===== src/hw/rtl/rfalu_pkg.sv =====
`timescale 1ns / 1ps
// ----------------------------------------------------------------------------
// rfalu_pkg: shared types and codes
// Operation codes and sequencer states for the fraction ALU.
// ----------------------------------------------------------------------------
package rfalu_pkg;

	localparam logic [1:0] CMD_ADD = 2'd0;
	localparam logic [1:0] CMD_SUB = 2'd1;
	localparam logic [1:0] CMD_MUL = 2'd2;
	localparam logic [1:0] CMD_DIV = 2'd3;

	localparam int WORD_BITS = 33;
	localparam int CNT_BITS  = 6;

	typedef enum logic [3:0] {
		S_IDLE,
		S_MUL0,
		S_MUL1,
		S_MUL2,
		S_CHECK,
		S_GCD,
		S_GCD_UPD,
		S_DIV,
		S_RED_N,
		S_RED_D,
		S_WHOLE
	} state_t;

endpackage


===== src/hw/rtl/rational_fraction_alu.sv =====
`timescale 1ns / 1ps
// ----------------------------------------------------------------------------
// rational_fraction_alu: signed fraction add/sub/mul/div with gcd reduction
// One 16x16 multiplier and one 33-bit restoring divider are reused under a
// small sequencer.
// ----------------------------------------------------------------------------
// Sequence: three product states and a check (a zero denominator ends there),
// then one division per Euclid step (launch, one divider step per quotient
// bit, update), then three more divisions to reduce and test for a whole.
// One transfer at a time: busy stays high until the result strobe.
// The divider's one-bit-per-cycle loop dominates the run time.
// The receiver cannot stall; done pulses one cycle. Reset returns to idle.
module rational_fraction_alu (
	input  logic               clk,
	input  logic               arst_n,
	input  logic               start,
	output logic               busy,
	input  logic [1:0]         cmd,
	input  logic signed [15:0] first_numerator,
	input  logic signed [15:0] first_denominator,
	input  logic signed [15:0] second_numerator,
	input  logic signed [15:0] second_denominator,
	output logic               done,
	output logic signed [32:0] result_numerator,
	output logic signed [31:0] result_denominator,
	output logic               is_whole,
	output logic               status
);

	localparam int W = rfalu_pkg::WORD_BITS;

	rfalu_pkg::state_t state_q, state_d, ret_q, lret;

	logic [1:0]         cmd_q;
	logic signed [15:0] n1_q, d1_q, n2_q, d2_q;
	logic signed [W-1:0] num_q, den_q, a_q, b_q, g_q;

	// multiplier
	logic signed [15:0] mul_a, mul_b;
	logic signed [31:0] prod;
	logic signed [W-1:0] prod_x;

	// divider
	logic [W-1:0] quo_q, dvs_q;
	logic [W:0]   rem_q, rem_sh, diff;
	logic         qbit, a_neg_q, b_neg_q;
	logic [rfalu_pkg::CNT_BITS-1:0] cnt_q;
	logic signed [W-1:0] q_signed, r_signed;

	logic                launch;
	logic signed [W-1:0] la, lb;

	function automatic logic [W-1:0] mag(input logic signed [W-1:0] v);
		return v[W-1] ? W'(-v) : W'(v);
	endfunction

	assign busy = (state_q != rfalu_pkg::S_IDLE);

	always_comb begin
		mul_a = n1_q;
		mul_b = d2_q;
		case (state_q)
			rfalu_pkg::S_MUL0: begin
				mul_a = n1_q;
				mul_b = (cmd_q == rfalu_pkg::CMD_MUL) ? n2_q : d2_q;
			end
			rfalu_pkg::S_MUL1: begin
				mul_a = n2_q;
				mul_b = d1_q;
			end
			rfalu_pkg::S_MUL2: begin
				mul_a = d1_q;
				mul_b = (cmd_q == rfalu_pkg::CMD_DIV) ? n2_q : d2_q;
			end
			default: ;
		endcase
	end

	assign prod   = mul_a * mul_b;
	assign prod_x = W'(prod);

	assign rem_sh   = {rem_q[W-1:0], quo_q[W-1]};
	assign diff     = rem_sh - {1'b0, dvs_q};
	assign qbit     = !diff[W];
	assign q_signed = (a_neg_q ^ b_neg_q) ? W'(-quo_q) : W'(quo_q);
	assign r_signed = a_neg_q ? W'(-rem_q[W-1:0]) : W'(rem_q[W-1:0]);

	always_comb begin
		state_d = state_q;
		launch  = 1'b0;
		la      = a_q;
		lb      = b_q;
		lret    = rfalu_pkg::S_GCD_UPD;
		case (state_q)
			rfalu_pkg::S_IDLE:  if (start) state_d = rfalu_pkg::S_MUL0;
			rfalu_pkg::S_MUL0:  state_d = rfalu_pkg::S_MUL1;
			rfalu_pkg::S_MUL1:  state_d = rfalu_pkg::S_MUL2;
			rfalu_pkg::S_MUL2:  state_d = rfalu_pkg::S_CHECK;
			rfalu_pkg::S_CHECK: begin
				state_d = (den_q == '0) ? rfalu_pkg::S_IDLE : rfalu_pkg::S_GCD;
			end
			rfalu_pkg::S_GCD: begin
				launch  = 1'b1;
				state_d = rfalu_pkg::S_DIV;
				if (b_q == '0) begin
					la   = num_q;
					lb   = a_q;
					lret = rfalu_pkg::S_RED_N;
				end
			end
			rfalu_pkg::S_GCD_UPD: state_d = rfalu_pkg::S_GCD;
			rfalu_pkg::S_DIV: if (cnt_q == '0) state_d = ret_q;
			rfalu_pkg::S_RED_N: begin
				launch  = 1'b1;
				la      = den_q;
				lb      = g_q;
				lret    = rfalu_pkg::S_RED_D;
				state_d = rfalu_pkg::S_DIV;
			end
			rfalu_pkg::S_RED_D: begin
				launch  = 1'b1;
				la      = num_q;
				lb      = q_signed;
				lret    = rfalu_pkg::S_WHOLE;
				state_d = rfalu_pkg::S_DIV;
			end
			rfalu_pkg::S_WHOLE: state_d = rfalu_pkg::S_IDLE;
			default: state_d = rfalu_pkg::S_IDLE;
		endcase
	end

	always_ff @(posedge clk or negedge arst_n) begin
		if (!arst_n) begin
			state_q <= rfalu_pkg::S_IDLE;
			done    <= 1'b0;
		end else begin
			state_q <= state_d;
			done    <= ((state_q == rfalu_pkg::S_CHECK) && (den_q == '0)) ||
			           (state_q == rfalu_pkg::S_WHOLE);
		end
	end

	always_ff @(posedge clk) begin
		case (state_q)
			rfalu_pkg::S_IDLE: begin
				if (start) begin
					cmd_q <= cmd;
					n1_q  <= first_numerator;
					d1_q  <= first_denominator;
					n2_q  <= second_numerator;
					d2_q  <= second_denominator;
				end
			end
			rfalu_pkg::S_MUL0: num_q <= prod_x;
			rfalu_pkg::S_MUL1: begin
				if (cmd_q == rfalu_pkg::CMD_ADD) num_q <= num_q + prod_x;
				else if (cmd_q == rfalu_pkg::CMD_SUB) num_q <= num_q - prod_x;
			end
			rfalu_pkg::S_MUL2: den_q <= prod_x;
			rfalu_pkg::S_CHECK: begin
				a_q <= num_q;
				b_q <= den_q;
				if (den_q == '0) begin
					result_numerator   <= '0;
					result_denominator <= '0;
					is_whole           <= 1'b0;
					status             <= 1'b1;
				end
			end
			rfalu_pkg::S_GCD: if (b_q == '0) g_q <= a_q;
			rfalu_pkg::S_GCD_UPD: begin
				a_q <= b_q;
				b_q <= r_signed;
			end
			rfalu_pkg::S_DIV: begin
				quo_q <= {quo_q[W-2:0], qbit};
				rem_q <= qbit ? diff : rem_sh;
				cnt_q <= cnt_q - 1'b1;
			end
			rfalu_pkg::S_RED_N: num_q <= q_signed;
			rfalu_pkg::S_RED_D: den_q <= q_signed;
			rfalu_pkg::S_WHOLE: begin
				status <= 1'b0;
				if (rem_q == '0) begin
					result_numerator   <= q_signed;
					result_denominator <= 32'sd1;
					is_whole           <= 1'b1;
				end else begin
					result_numerator   <= num_q;
					result_denominator <= den_q[31:0];
					is_whole           <= 1'b0;
				end
			end
			default: ;
		endcase
		// divider load overrides the per-state updates above
		if (launch) begin
			a_neg_q <= la[W-1];
			b_neg_q <= lb[W-1];
			quo_q   <= mag(la);
			dvs_q   <= mag(lb);
			rem_q   <= '0;
			cnt_q   <= rfalu_pkg::CNT_BITS'(W - 1);
			ret_q   <= lret;
		end
	end

endmodule


===== config.mk =====
export PLATFORM = sky130hd
export DESIGN_NAME = rational_fraction_alu
export DESIGN_NICKNAME = d
export VERILOG_FILES = /design/src/hw/rtl/rfalu_pkg.sv /design/src/hw/rtl/rational_fraction_alu.sv
export SDC_FILE = /design/constraint.sdc
export NUM_CORES = 2
export LEC_CHECK = 0
export BUFFER_PORTS_ARGS = -buffer_cell sky130_fd_sc_hd__buf_2
export CORE_MARGIN = 2
export CORE_UTILIZATION = 45
export CTS_CLUSTER_SIZE = 16
export DETAILED_ROUTE_END_ITERATION = 10
export GPL_ROUTABILITY_DRIVEN = 1
export SYNTH_ARGS = -nofsm -noshare
export SYNTH_HDL_FRONTEND = slang
export SYNTH_SLANG_ARGS = --single-unit

===== constraint.sdc =====
create_clock -name clk -period 28.4 [get_ports clk]
set_input_delay 2.84 -clock clk [delete_from_list [all_inputs] [get_ports clk]]
set_output_delay 2.84 -clock clk [all_outputs]
set_load 0.02 [all_outputs]

==> results.cfg <==
[routing]
drt-total-wl_mm = 98.2
drt_iter0_drc = 2630
drc = 0
wire_per_inst_microns = 21.1
drtAntennaViolNets = 0
drt-pass1-iter-count = 8
num_vias = 26600
vias_per_cell = 5.71

[timing]
hold_viol = 0
rsz0062_at_grt = no
fin_worst_skew_ps = 25.6
final_max_slew_viol_count = 0
finalSetupTns_ps = 0
setup_viol = 0
fin_crit_ps = 11880
fin_crit_sh_pct = 41.8
worstMarginPinSlew_ps = 1350
max_freq_mhz = 84.2
slew_headroom_pct = 10.0

[layout]
syn_to_final_growth_pct = 9.98
fin_nets = 4134
final_area_sq_mm = 0.0374
drive_gt1_share_pct = 8.33

[synthesis]
synth_mux_area_share_pct = 1.36
synth_edf_count = 370
ys_warn_count = 0
yosysTopAreaCellShare_pct = 32.6
synth_area_leader_cell = edfxtp_1
synth_seq_area_share_pct = 35.4
ys.flop_type = edfxtp_1
syn-cell-area_sq_mm = 0.0340
synthArstFlopShare_pct = 1.20
synth_area_per_cell_sq_um = 9.57
synth_compound_area_share_pct = 14.7
synth_simple_gate_area_share_pct = 15.0
synthCells = 3557
synth.area.top_cells = edfxtp_1 (33%), fa_1 (16%), ha_1 (5.7%)
ys_ff_latch = 415
synth_adder_area_share_pct = 21.2
synth-xor-area-share_pct = 6.41
synth_fp_nets = 4045
synthDistinctLibCells = 88
synth_top_family_by_area = adder cells

[cts]
ctsResizeCount = 0
htree_levels = 2
cts_buffers = 48
clock_path_buffers = 3
cts_tree = built
clock_latency_ps = 600
clk_pin_slew_ps = 60
cts_root_buf = clkbuf_16
hold_buffers = 0
cts_setup_buffers = 0
cts_sinks = 415

[die]
dieArea_sq_mm = 0.0779
start_util_pct = 45.6
die_w_microns = 279
ioPinCount = 138
design.core.area_sq_mm = 0.0747
die_h_microns = 279
num_rows = 100

[critical_path]
critPathMaxStageDelay_ps = 1060
required_ps = 28740
end_kind = register
startpoint_type = register
slowest_stage = a21oi_1
cp_max_fo = 32
worstSetupPathType = reg -> reg
arrival_ps = 12210

[global_route]
grt_max_degree = 82
grt_pass1_wl_mm = 153
grt_usage_pct = 25.3
antenna_found_initial = 1
overflow = 0
grt_pass1_vias = 26400

[placed_design]
place_congestion = 0.936
port_buffers = 137
place_hpwl_mm = 75.6
post_dp_cell_area_sq_mm = 0.0358

[flow_run]
maxCapViolCount = 0

[hold_path]
hold_path.class = reg -> reg

[outcome]
status = completed
==> flip-flops by register name, indices dropped and copies added (netlist names), 6 cells and up <==
name,count
rem_q,34
a_q,33
b_q,33
den_q,33
dvs_q,33
g_q,33
num_q,33
quo_q,33
result_numerator,33
result_denominator,32
d1_q,16
d2_q,16
n1_q,16
n2_q,16
cnt_q,6
==> placed cells by master (no fill, tap or decap), types with 12 or more instances in the layout <==
| cell | instances |
|---|---|
| nand2_1 | 473 |
| inv_1 | 379 |
| edfxtp_1 | 370 |
| nor2_1 | 293 |
| fa_1 | 264 |
| o21ai_0 | 227 |
| a21oi_1 | 159 |
| ha_1 | 155 |
| buf_2 | 137 |
| xnor2_1 | 134 |
| xor2_1 | 115 |
| a21o_1 | 70 |
| and2_1 | 62 |
| nand3_1 | 54 |
| buf_4 | 50 |
| clkbuf_16 | 49 |
| nor3_1 | 46 |
| mux2i_1 | 45 |
| dfxtp_1 | 40 |
| a22oi_1 | 39 |
| a222oi_1 | 38 |
| nand2b_1 | 36 |
| nor4_1 | 28 |
| a211oi_1 | 26 |
| a31oi_1 | 26 |
| o21a_1 | 24 |
| o31ai_1 | 24 |
| and3_1 | 20 |
| nor2b_1 | 19 |
| or3_1 | 18 |
| o21ai_1 | 15 |
| nand4_1 | 15 |
| a221o_1 | 15 |
| o221ai_1 | 14 |
| or2_2 | 12 |
| clkinv_1 | 12 |
==> cells in the mapped netlist, types with 36 or more instances <==
| cell type | number |
|---|---|
| nand2_1 | 475 |
| inv_1 | 381 |
| edfxtp_1 | 370 |
| nor2_1 | 299 |
| fa_1 | 264 |
| o21ai_0 | 229 |
| a21oi_1 | 159 |
| ha_1 | 155 |
| xnor2_1 | 134 |
| clkbuf_1 | 115 |
| xor2_1 | 115 |
| a21o_1 | 71 |
| and2_1 | 64 |
| nand3_1 | 55 |
| nor3_1 | 47 |
| mux2i_1 | 45 |
| dfxtp_1 | 40 |
| a22oi_1 | 39 |
| a222oi_1 | 38 |
| nand2b_1 | 36 |
==> final cells by class <==
cell class	instances	area (sq um)
tap	969	1210
clock inverter	31	397
clock buffer	57	1260
sequential	415	12000
inverter	383	1440
antenna	1	2.50
timing repair buffer	187	1060
fill	6973	37300
multi-input combinational	2611	20000
==> kinds of logic (layout without fill, tap and decap cells) <==
family | after synthesis | count (layout)
multiplexers | 46 | 46
flip-flops | 415 | 415
buffers and inverters | 531 | 658
AND/OR/NAND/NOR | 1128 | 1128
AO/OA/AOI/OAI | 769 | 769
other | 0 | 1
adder cells (fa/ha/maj) | 419 | 419
XOR/XNOR | 249 | 249
==> per-stage QoR <==
stage	worst slack (ps)	util, %	hold WS, ps	cells
after global placement	16870	47.9	453	4565
final	16520	50.1	475	4654
after global routing	15500	50.1	509	4653
after CTS	16580	50.1	479	4653
after floorplan	17650	-	436	3557
after detailed placement	16600	47.9	465	4565
==> layer usage <==
layer	vias to the layer above	wire (microns)	track usage [%]
met5	-	0	0
met4	0	3180	8.00
met3	180	6090	2.84
met2	939	46800	42.9
met1	12900	42100	33.8
li1	12500	-	-
==> worst max-delay path, delay by kind of cell, from the launching register on <==
family	cells	cell delay [ps]
AOI/OAI and AO/OA	15	4400
xor gates and xnor gates	3	510
buffers and inverters	6	800
adders and majority gates	8	3620
DFF	1	320
and+or+nand+nor	7	1980
==> final timing paths <==
kind,start,end,slack [ps],depth (start not counted)
max in group asynchronous,arst_n,done,26180,1
max,state_q[0],num_q[32],16520,39
max reg2reg,state_q[0],num_q[32],16520,39
min reg2reg,rem_q[33],rem_q[33],480,2
min,rem_q[33],rem_q[33],480,2
min in group asynchronous,arst_n,state_q[3],2070,1
Power is left out: the tool's default activity adds up to more than one toggle a clock period on the data nets, which glitch-free logic cannot reach.
